[src/rtl/core/mst_pkg.sv]
package mst_pkg;

  localparam logic [1:0] OP_TICK  = 2'd0;
  localparam logic [1:0] OP_START = 2'd1;
  localparam logic [1:0] OP_STOP  = 2'd2;
  localparam logic [1:0] OP_JAB   = 2'd3;

  localparam int SLOT_W   = 4;
  localparam int PERIOD_W = 32;

  typedef struct packed {
    logic [1:0]          op;
    logic [SLOT_W-1:0]   slot;
    logic                periodic;
    logic                infinite;
    logic [PERIOD_W-1:0] period;
  } cmd_t;

endpackage

[src/rtl/core/multi_slot_software_timer.sv]
// Channel   Handshake        Ports
// request   start / busy     operation, slot, periodic, infinite, period_ticks
// result    strobe           fired_slot, last_fire
//
// A start, stop or jab is executed in the idle state. A tick scans the
// slots one per cycle through the deadline memory, with an extra advance
// state for each slot whose deadline needs a second step, then a flush state.
// A two-entry request queue accepts new requests while a tick is being
// scanned; busy is high only while that queue is full. Reset is synchronous
// and clears time, all slot marks and the queue. Results cannot be stalled.
module multi_slot_software_timer import mst_pkg::*; #(
  parameter int NUM_SLOTS = 16,
  parameter int TIME_BITS = 32
) (
  input  logic                clk,
  input  logic                rst,
  input  logic                start,
  output logic                busy,
  input  logic [1:0]          operation,
  input  logic [SLOT_W-1:0]   slot,
  input  logic                periodic,
  input  logic                infinite,
  input  logic [PERIOD_W-1:0] period_ticks,
  output logic                strobe,
  output logic [SLOT_W-1:0]   fired_slot,
  output logic                last_fire
);

  logic cmd_valid;
  cmd_t cmd;
  logic cmd_pop;

  mst_front #(
    .NUM_SLOTS(NUM_SLOTS)
  ) u_front (
    .clk         (clk),
    .rst         (rst),
    .start       (start),
    .busy        (busy),
    .operation   (operation),
    .slot        (slot),
    .periodic    (periodic),
    .infinite    (infinite),
    .period_ticks(period_ticks),
    .cmd_valid   (cmd_valid),
    .cmd         (cmd),
    .cmd_pop     (cmd_pop)
  );

  mst_back #(
    .NUM_SLOTS(NUM_SLOTS),
    .TIME_BITS(TIME_BITS)
  ) u_back (
    .clk       (clk),
    .rst       (rst),
    .cmd_valid (cmd_valid),
    .cmd       (cmd),
    .cmd_pop   (cmd_pop),
    .strobe    (strobe),
    .fired_slot(fired_slot),
    .last_fire (last_fire)
  );

endmodule

[src/rtl/core/mst_front.sv]
module mst_front import mst_pkg::*; #(
  parameter int NUM_SLOTS = 16
) (
  input  logic                clk,
  input  logic                rst,
  input  logic                start,
  output logic                busy,
  input  logic [1:0]          operation,
  input  logic [SLOT_W-1:0]   slot,
  input  logic                periodic,
  input  logic                infinite,
  input  logic [PERIOD_W-1:0] period_ticks,
  output logic                cmd_valid,
  output cmd_t                cmd,
  input  logic                cmd_pop
);

  cmd_t       queue [2];
  logic       wr_ptr;
  logic       rd_ptr;
  logic [1:0] count;
  logic       accept;
  logic       in_range;
  logic       push;

  // Requests that name a slot beyond the table are accepted and dropped here.
  assign in_range  = (operation == OP_TICK) ||
                     ({{(32-SLOT_W){1'b0}}, slot} < 32'(NUM_SLOTS));
  assign busy      = (count == 2'd2);
  assign accept    = start && !busy;
  assign push      = accept && in_range;
  assign cmd_valid = (count != 2'd0);
  assign cmd       = queue[rd_ptr];

  always_ff @(posedge clk) begin
    if (push) begin
      queue[wr_ptr] <= '{op: operation, slot: slot, periodic: periodic,
                         infinite: infinite, period: period_ticks};
    end
  end

  always_ff @(posedge clk) begin
    if (rst) begin
      wr_ptr <= 1'b0;
      rd_ptr <= 1'b0;
      count  <= 2'd0;
    end else begin
      if (push) begin
        wr_ptr <= !wr_ptr;
      end
      if (cmd_pop) begin
        rd_ptr <= !rd_ptr;
      end
      case ({push, cmd_pop})
        2'b10:   count <= count + 2'd1;
        2'b01:   count <= count - 2'd1;
        default: count <= count;
      endcase
    end
  end

endmodule

[src/rtl/core/mst_back.sv]
module mst_back import mst_pkg::*; #(
  parameter int NUM_SLOTS = 16,
  parameter int TIME_BITS = 32
) (
  input  logic              clk,
  input  logic              rst,
  input  logic              cmd_valid,
  input  cmd_t              cmd,
  output logic              cmd_pop,
  output logic              strobe,
  output logic [SLOT_W-1:0] fired_slot,
  output logic              last_fire
);

  localparam int IW = (NUM_SLOTS > 1) ? $clog2(NUM_SLOTS) : 1;
  localparam logic [IW-1:0] LAST_IDX = IW'(NUM_SLOTS - 1);

  typedef enum logic [3:0] {
    S_IDLE  = 4'b0001,
    S_SCAN  = 4'b0010,
    S_ADV   = 4'b0100,
    S_FLUSH = 4'b1000
  } state_t;

  state_t                state;
  logic [IW-1:0]         idx;
  logic [TIME_BITS-1:0]  current_time;
  logic [TIME_BITS-1:0]  last_check;
  logic [NUM_SLOTS-1:0]  sched;
  logic [NUM_SLOTS-1:0]  per;
  logic [NUM_SLOTS-1:0]  inf;
  logic [NUM_SLOTS-1:0]  jab;
  logic                  pend_valid;
  logic [IW-1:0]         pend_slot;
  logic [TIME_BITS-1:0]  work;

  logic [TIME_BITS-1:0]  deadline_mem [NUM_SLOTS];
  logic [PERIOD_W-1:0]   period_mem [NUM_SLOTS];
  logic [TIME_BITS-1:0]  rd_deadline;
  logic [PERIOD_W-1:0]   rd_period;
  logic [IW-1:0]         rd_addr;

  logic [IW-1:0]         cmd_idx;
  logic [TIME_BITS-1:0]  step_p;
  logic [TIME_BITS-1:0]  adv1;
  logic                  hit;
  logic                  keep;
  logic                  step;
  logic                  again;
  logic [IW-1:0]         idx_inc;

  function automatic logic in_window(input logic [TIME_BITS-1:0] t,
                                     input logic [TIME_BITS-1:0] lo,
                                     input logic [TIME_BITS-1:0] hi);
    if (hi > lo) begin
      return (t >= lo) && (t <= hi);
    end
    return (t >= lo) || (t <= hi);
  endfunction

  assign cmd_idx = IW'(cmd.slot);
  assign step_p  = TIME_BITS'(rd_period);
  assign adv1    = rd_deadline + step_p;
  assign hit     = sched[idx] &&
                   (jab[idx] || (!inf[idx] &&
                    in_window(rd_deadline, last_check, current_time)));
  assign keep    = per[idx] && (rd_period != '0);
  assign step    = keep && !inf[idx] && (step_p != '0);
  // The window spans two ticks, so a second step always leaves it.
  assign again   = in_window(adv1, last_check, current_time);
  assign idx_inc = (idx == LAST_IDX) ? '0 : idx + IW'(1);
  assign cmd_pop = (state == S_IDLE) && cmd_valid;

  // The read address points at the slot to be evaluated next, so the deadline and period of
  // the slot under scan are already registered when it is evaluated.
  always_comb begin
    case (state)
      S_IDLE:  rd_addr = '0;
      S_SCAN:  rd_addr = (hit && step && again) ? idx : idx_inc;
      S_ADV:   rd_addr = idx_inc;
      S_FLUSH: rd_addr = '0;
      default: rd_addr = '0;
    endcase
  end

  always_ff @(posedge clk) begin
    rd_deadline <= deadline_mem[rd_addr];
    rd_period   <= period_mem[rd_addr];
    if (cmd_pop && (cmd.op == OP_START)) begin
      deadline_mem[cmd_idx] <= current_time + TIME_BITS'(cmd.period);
      period_mem[cmd_idx]   <= cmd.period;
    end else if ((state == S_SCAN) && hit && step && !again) begin
      deadline_mem[idx] <= adv1;
    end else if (state == S_ADV) begin
      deadline_mem[idx] <= work + step_p;
    end
  end

  always_ff @(posedge clk) begin
    work <= adv1;
  end

  always_ff @(posedge clk) begin
    if (rst) begin
      state        <= S_IDLE;
      idx          <= '0;
      current_time <= '0;
      last_check   <= '0;
      sched        <= '0;
      per          <= '0;
      inf          <= '0;
      jab          <= '0;
      pend_valid   <= 1'b0;
      pend_slot    <= '0;
      strobe       <= 1'b0;
      fired_slot   <= '0;
      last_fire    <= 1'b0;
    end else begin
      strobe <= 1'b0;
      case (state)
        S_IDLE: begin
          if (cmd_valid) begin
            case (cmd.op)
              OP_TICK: begin
                current_time <= current_time + TIME_BITS'(1);
                idx          <= '0;
                state        <= S_SCAN;
              end
              OP_START: begin
                sched[cmd_idx] <= 1'b1;
                per[cmd_idx]   <= cmd.periodic;
                inf[cmd_idx]   <= cmd.infinite;
                jab[cmd_idx]   <= 1'b0;
              end
              OP_STOP: begin
                sched[cmd_idx] <= 1'b0;
                per[cmd_idx]   <= 1'b0;
                inf[cmd_idx]   <= 1'b0;
                jab[cmd_idx]   <= 1'b0;
              end
              OP_JAB: begin
                if (sched[cmd_idx]) begin
                  jab[cmd_idx] <= 1'b1;
                end
              end
              default: begin
              end
            endcase
          end
        end
        S_SCAN: begin
          if (hit) begin
            // A fire is held back one slot so the final one can be marked.
            if (pend_valid) begin
              strobe     <= 1'b1;
              fired_slot <= SLOT_W'(pend_slot);
              last_fire  <= 1'b0;
            end
            pend_valid <= 1'b1;
            pend_slot  <= idx;
            if (keep) begin
              jab[idx] <= 1'b0;
            end else begin
              sched[idx] <= 1'b0;
              per[idx]   <= 1'b0;
              inf[idx]   <= 1'b0;
              jab[idx]   <= 1'b0;
            end
          end
          if (hit && step && again) begin
            state <= S_ADV;
          end else if (idx == LAST_IDX) begin
            state <= S_FLUSH;
          end else begin
            idx <= idx_inc;
          end
        end
        S_ADV: begin
          if (idx == LAST_IDX) begin
            state <= S_FLUSH;
          end else begin
            idx   <= idx_inc;
            state <= S_SCAN;
          end
        end
        S_FLUSH: begin
          if (pend_valid) begin
            strobe     <= 1'b1;
            fired_slot <= SLOT_W'(pend_slot);
            last_fire  <= 1'b1;
          end
          pend_valid <= 1'b0;
          last_check <= current_time;
          state      <= S_IDLE;
        end
        default: begin
          state <= S_IDLE;
        end
      endcase
    end
  end

endmodule
[config.mk]
export PLATFORM = sky130hd
export DESIGN_NAME = multi_slot_software_timer
export DESIGN_NICKNAME = d
export VERILOG_FILES = /design/src/rtl/core/mst_pkg.sv /design/src/rtl/core/multi_slot_software_timer.sv /design/src/rtl/core/mst_front.sv /design/src/rtl/core/mst_back.sv
export SDC_FILE = /design/constraint.sdc
export NUM_CORES = 2
export LEC_CHECK = 0
export BUFFER_PORTS_ARGS = -buffer_cell sky130_fd_sc_hd__buf_2
export CAP_MARGIN = 20
export CORE_MARGIN = 2
export CORE_UTILIZATION = 38
export CTS_BUF_LIST = sky130_fd_sc_hd__clkbuf_8 sky130_fd_sc_hd__clkbuf_16
export CTS_CLUSTER_DIAMETER = 150
export DETAILED_ROUTE_END_ITERATION = 7
export GPL_TIMING_DRIVEN = 0
export SETUP_SLACK_MARGIN = 0.5
export SLEW_MARGIN = 5
export SYNTH_ARGS = -nofsm -noshare
export SYNTH_HDL_FRONTEND = slang
export SYNTH_SLANG_ARGS = --single-unit
[constraint.sdc]
create_clock -name clk -period 13.05 [get_ports clk]
set_clock_uncertainty 0.15 [all_clocks]
set_input_delay 0.6525 -clock clk [delete_from_list [all_inputs] [get_ports clk]]
set_output_delay 0.6525 -clock clk [all_outputs]
set_load 0.005 [all_outputs]
After elaboration in Yosys (flattened, before gate mapping) --
Memories as Yosys holds them, arrays and structs flattened. A register that Yosys moved wholly into a read port is not among the register bits. Index checks and enable logic that the tools add are counted. Widths: inputs -> output; s select.
Word-level totals: output and inout bits 7, RAM bits 1104, bits of input ports 43, word-level logic and storage cells 198, bits in registers 183, memories 3
Memory list:
- u_back.deadline_mem | words 16, width 32, rd ports 1, clocked after memory_dff 1, wr ports 1, RTL line mst_back.sv:37 | logic [TIME_BITS-1:0] deadline_mem [NUM_SLOTS];
- u_back.period_mem | words 16, width 32, rd ports 1, clocked after memory_dff 1, wr ports 1, RTL line mst_back.sv:38 | logic [PERIOD_W-1:0] period_mem [NUM_SLOTS];
- u_front.queue | words 2, width 40, rd ports 1, clocked after memory_dff 1, wr ports 1, RTL line mst_front.sv:18 | cmd_t queue [2];
Operators by class: bitwise gates (word level) 13, equal/unequal tests 22, reduce and logical (&&, ||, !) cells 42, mux-type cells 85, $add $sub $neg 7, magnitude comparators 9
Operator list (count):
- $pmux 16 s2 | 8
- $mux 16 | 12
- $and 16x16->16 | 8
- $add 32x32->32 | 3
- $ge 32x32->1 | 2
- $le 32x32->1 | 2
- $mux 32 | 2
- $mux 4 | 14
- $add 32x1->32 const B | 1
- $bwmux 16 | 2
- $gt 32x32->1 | 1
- $mux 1 | 32
- $not 16->16 | 2
- $or 16x16->16 | 2
- $reduce_bool 32->1 | 1
- $reduce_or 32->1 | 1
- $pmux 4 s3 | 2
- $bmux 1 s4 | 5
- $logic_and 1x1->1 | 17
- $pmux 4 s2 | 2
- $ne 3x3->1 const B | 4
- $lt 4x5->1 const B | 2
- $reduce_and 5->1 | 2
- $demux 1 s4 | 2
- 24 further kinds | 49

Logic depth before layout (Yosys ltp) --
word-level depth 16, gate-level depth with buffers 30

Modules after synthesis --
From an unflattened synthesis, not the netlist that was laid out.
Unflattened totals: cells, all modules 4384, area, all modules 60030.1 um^2
By module, submodules not included:
- mst_back | area each 56938.4 um^2, cells an instance 4235, times used 1
- mst_front | area each 3091.7 um^2, cells an instance 149, times used 1

Worst setup path after synthesis --
No wires, ideal clock.
kind flip-flop to flip-flop, from register u_back.rd_period[8], read port of u_back.period_mem, to memory u_back.deadline_mem[10][0], enable pin, setup time 0.472 ns, path slack 4.984 ns, arrival time 7.444 ns, stages on the path, launching flop included 24, required time 12.428 ns, cell sequence dfxtp_1 > ha_1 > a211o_1 > nor4_1 > o21ai_0 > nor3b_1 > a21o_1 > o41ai_1 > o21ai_0 > o41ai_1 > o21ai_0 > xnor2_1 > ha_1 > nand2_1 > nor4b_1 > o41a_1 > a2111oi_4 > o21ai_1 > a21oi_2 > nand4b_1 > clkbuf_1 > nand2_1 > nand2_1 > o32ai_1
On the way: longest elaborated chain between the ends 13, elaborated cells on any way between the ends 24, those cells by class 1 x add/sub; 2 x order compare; 10 x mux; 1 x bitwise; 10 x reduce/logical
Ends and longest elaborated chain:
- start: declaration | RTL line mst_back.sv:40 | logic [PERIOD_W-1:0] rd_period;
- $add 32x32->32 (*) | RTL line mst_back.sv:63 | assign adv1 = rd_deadline + step_p;
- named net u_back.adv1[31] | RTL line mst_back.sv:45 | logic [TIME_BITS-1:0] adv1;
- $ge 32x32->1 or $le 32x32->1 (tied branches) | RTL line mst_back.sv:56, mst_back.sv:58
- $logic_and 1x1->1 | RTL line mst_back.sv:56 | return (t >= lo) && (t <= hi);
- $mux 1 | RTL line mst_back.sv:55 | if (hi > lo) begin
- $mux 1 (*) | RTL line mst_back.sv:58 | return (t >= lo) || (t <= hi);
- $logic_not 1->1 (*) | RTL line mst_back.sv:92 | end else if ((state == S_SCAN) && hit && step && !again) begin
- $logic_and 1x1->1 (*) | RTL line mst_back.sv:92
- $mux 1 | RTL line mst_back.sv:92
- $mux 1 | RTL line mst_back.sv:89 | if (cmd_pop && (cmd.op == OP_START)) begin
- $mux 1, on equally long branches | RTL line mst_back.sv:93, mst_back.sv:95
- $or 1x1->1 (no source line) (*)
- $reduce_or 32->1 (no source line)
- $mux 4 (no source line) or $mux 1 (tied branches)
- end: declaration | RTL line mst_back.sv:37
The timed path passes the listed nets; every way through them passes the cells marked *. The select of a mux whose other input is x is not followed.

Worst setup path in the final report --
from register u_back.rd_period[8], read port of u_back.period_mem, to register u_back.rd_deadline[5], read port of u_back.deadline_mem
On the way: longest elaborated chain between the ends 8, elaborated cells on any way between the ends 15, those cells by class 1 x add/sub; 2 x order compare; 4 x mux; 8 x reduce/logical
Ends and longest elaborated chain:
- $add 32x32->32 (*) | RTL line mst_back.sv:63
- named net u_back.adv1[31] | RTL line mst_back.sv:45
- $ge 32x32->1 or $le 32x32->1 (tied branches) | RTL line mst_back.sv:56, mst_back.sv:58
- $logic_and 1x1->1 | RTL line mst_back.sv:56
- $mux 1 | RTL line mst_back.sv:55
- $mux 1 (*) | RTL line mst_back.sv:58
- $logic_and 1x1->1 (*) | RTL line mst_back.sv:79 | S_SCAN: rd_addr = (hit && step && again) ? idx : idx_inc;
- $mux 4 (*) | RTL line mst_back.sv:79
- $pmux 4 s2 (*) | RTL line mst_back.sv:77 | case (state)
- end: declaration | RTL line mst_back.sv:39 | logic [TIME_BITS-1:0] rd_deadline;
Marked as above. A chain may end at the register's enable or synchronous reset.

==> impl_results.md <==
* Mux share of post-synthesis cell area at 0.05243
* Fill cells at 14,680
* Clk sinks at 1,352
* Met3 WL at 18.76 mm
* Antenna viol nets, final at 0
* DRC at 0
* CTS max path bufs at 3
* Final Max Slew Viols at 0
* Synth-to-layout area growth at 15.28%
* WL met2 at 93.02 mm
* CTS tree: yes
* Root Driver: clkbuf_16
* RSZ-0062 raised after global routing: no
* Grt total ovfl at 0
* Final setup violation count at 0
* CP Capture Type: flip-flop
* Largest net degree at the start of global routing at 33
* Final #Nets at 5,492
* Setup TNS at 0 ns
* Die Y at 406.6 µm
* PD cells at 149.9 nW/µm²
* Post-Synth Simple-Gate Area at 0.1072
* DR pass1 iterations at 6
* Avg Cell Area, Syn at 12.61 µm²
* WL/cell at 28.11 µm
* Global-route wire length before repair at 299.0 mm
* Max-cap violations at 0
* Fraction of layout cells with a size suffix above 1 at 0.1287
* Initial antenna violation count at 10
* CORE AREA at 160,800 µm²
* HP Class: in2reg
* Synth warn at 0
* Post-synthesis compound-gate area fraction at 0.1220
* GRT Total Usage at 0.2505
* IO Port Bufs at 48
* Flop and latch count out of synthesis at 1,352
* DR vias at 44,220
* Number of synthesized flops with an enable pin at 1,104
* Standard-cell rows at 147
* CP Launch Type: flip-flop
* Num CTS Buffers at 144
* Die Wd at 406.6 µm
* Syn Nets at 5,195
* Max Fclk at 97.57 MHz
* Critical path required time at 13.56 ns
* LEAKAGE at 24.53 nW
* Post-DP HPWL at 152.4 mm
* Crit path time final at 10.25 ns
* Hold_ws at 0.1545 ns
* CP arrival at 10.76 ns
* Clock Latency Late Sink at 0.81 ns
* Slew @ Worst Pin at 1.209 ns
* Crit Path Class: reg2reg
* 1st-iter DRT viols at 5,675
* XOR/XNOR Fraction of Synth Area at 0.01635
* Largest family of logic cells by synthesized area: compound AO/OA/AOI/OAI gates
* Max rail drop VDD at 0.09561 mV
* Rel. slew slack at 0.1835
* Sequential share of the synthesized area at 0.6188
* Clk pin slew, worst setup/hold paths at 0.07 ns
* Post-synthesis adder-cell area fraction at 0.05440
* Asr flop ratio synth at 0
* Post-synth top flop: edfxtp_1
* Mapped Cells at 4,886
* Vias in the first global route at 42,570
* CP max FO at 10
* Yosys cell types at 92
* Max layer used: met5
* Post-Synthesis Cell Area at 61,590 µm²
* H-tree depth at 4
* Hold violation count in the final report at 0
* Setup Buffers After CTS at 0
* Gp weighted congestion at 0.9582
* M1 wire length at 88.82 mm
* Initial cell density of the core at 0.3832
* Final wirelength at 209.5 mm
* Status: finished, final reports clean
* Fin crit share at 0.7854
* Die area at 165,300 µm²
* I/O pin count at 50
* DR vias/cell at 5.931
==> worst max-delay path: stages (launching register included) <==
cell	delay, ns
dfxtp_1	0.50
ha_1	0.35
a211o_1	0.35
nor4_1	0.16
o21ai_0	0.18
nor3b_1	0.19
a21o_1	0.22
o41ai_1	1.04
o21ai_0	0.32
o41ai_1	0.50
o21ai_0	0.23
xnor2_1	0.70
ha_1	0.29
nand2_1	0.11
nor4b_1	0.48
o41a_1	0.32
a2111oi_4	0.08
o21ai_1	0.40
a211oi_4	0.18
a2111oi_4	0.88
clkbuf_1	0.93
clkbuf_1	0.61
o21ai_0	0.16
nand3_1	0.13
o211ai_1	0.15
nand4_1	0.45
==> cell usage in the layout, fill, tap and decap left out, types with 27 or more instances in the layout <==
master and instances:
a21oi_1 175, o211ai_1 210, a22oi_1 47, nor3_1 32
a311o_1 64, nor2_1 202, nand3_1 428, buf_12 27
ha_1 263, a211oi_1 92, mux2_2 127, inv_1 154
o21ai_0 288, mux2_1 102, dlygate4sd3_1 40, buf_4 42
clkbuf_16 147, o21a_1 29, nand4_1 102, and3_1 80
mux2i_1 28, a31oi_1 29, xnor2_1 95, buf_2 145
dfxtp_1 248, a21o_1 44, nor2b_1 27, edfxtp_1 1104
clkbuf_1 159, nand2_1 343
==> layout make-up <==
| cell class | instances | area (µm²) | share of cell area |
|---|---|---|---|
| flip-flops and latches | 1352 | 38120 | 0.5368 |
| multi-input cells | 3129 | 22150 | 0.3119 |
| clock buffers | 156 | 3802 | 0.05355 |
| well taps | 2160 | 2703 | 0.03806 |
| repair buffers | 151 | 1782 | 0.02509 |
| plain buffers | 296 | 1364 | 0.01921 |
| clock inverters | 97 | 670.6 | 0.009445 |
| inverters | 109 | 409.1 | 0.005762 |
| diodes | 5 | 12.51 | 0.0001762 |
==> stage by stage <==
stage          worst slack (ns)  power (mW)  area, µm²  cells  utilization
2_1_floorplan             4.984       6.052      61590   4886            -
3_3_place_gp             0.1334       6.651      64540   7094       0.4015
3_5_place_dp              3.125       6.755      66100   7155       0.4112
4_1_cts                   3.070       10.64      70980   7448       0.4415
5_1_grt                   2.452       10.95      70990   7450       0.4416
6_report                  2.801       10.64      71010   7455       0.4417
==> final timing paths <==
kind / start / end / slack [ns] / depth (start not counted)
min reg2reg: u_back.last_check[20]$_SDFFE_PP0P_ / u_back.last_check[20]$_SDFFE_PP0P_ / 0.30 / 2
max: u_back.rd_period[8]$_DFF_P_ / u_back.rd_deadline[5]$_DFF_P_ / 2.80 / 25
min: start / u_front.wr_ptr$_SDFFE_PP0P_ / 0.15 / 4
max reg2reg: u_back.rd_period[8]$_DFF_P_ / u_back.rd_deadline[5]$_DFF_P_ / 2.80 / 25
==> what timing repair did <==
action | CTS | global route
hold endpoints to repair | 80 | 0
hold buffers | 40 | 0
gates resized for setup | 0 | 0
==> cells in the mapped netlist, types with 29 or more instances <==
cell type	number	area (µm²)
edfxtp_1	1104	33150
inv_1	108	405.4
buf_2	94	470.5
mux2_1	102	1149
a21oi_1	191	955.9
ha_1	263	3291
nor2_1	219	822.0
o211ai_1	210	1577
nand3_1	428	2142
a311o_1	64	640.6
o21a_1	29	217.7
a31oi_1	29	181.4
o21ai_0	296	1481
nor3_1	32	160.2
xnor2_1	95	832.1
a22oi_1	47	352.8
mux2_2	127	1430
clkbuf_1	160	600.6
a21o_1	44	330.3
mux2i_1	29	290.3
dfxtp_1	248	4965
buf_4	29	217.7
nand4_1	102	638.1
a211oi_1	93	698.2
nand2_1	343	1287
and3_1	81	506.7
==> sequential cells by signal (all words and copies together), names as in the netlist, 2 cells and up, named ones only <==
signal,flops
u_back.state,4
u_back.last_check,32
u_back.current_time,32
u_back.inf,16
u_back.idx,4
u_back.rd_period,32
u_back.pend_slot,4
u_front.count,2
u_back.rd_deadline,32
u_front.queue,80
u_back.per,16
u_back.period_mem,512
u_back.work,32
u_back.fired_slot,4
u_back.deadline_mem,512
==> routing by layer <==
layer | track usage | vias up
li1 | - | 19420
met1 | 0.3471 | 22190
met2 | 0.3860 | 2219
met3 | 0.04936 | 381
met4 | 0.09864 | 6
met5 | 0 | -
==> report_power, final <==
group	leakage [nW]	internal, mW	switching, mW
Clock	2.35	2.20	1.73
Sequential	12.0	5.09	0.0613
Combinational	10.2	0.422	1.14
Total	24.5	7.70	2.94
==> cells by family (layout without fill, tap and decap cells) <==
| kind of cell | count (synthesis) | count (layout) |
|---|---|---|
| xor gates and xnor gates | 115 | 115 |
| DFF | 1352 | 1352 |
| AOI/OAI and AO/OA | 1123 | 1123 |
| adders and majority gates | 266 | 266 |
| and+or+nand+nor | 1351 | 1351 |
| muxes | 274 | 274 |
| buffers and inverters | 405 | 809 |
| other | 0 | 5 |
(Power assumes the default switching activity.)
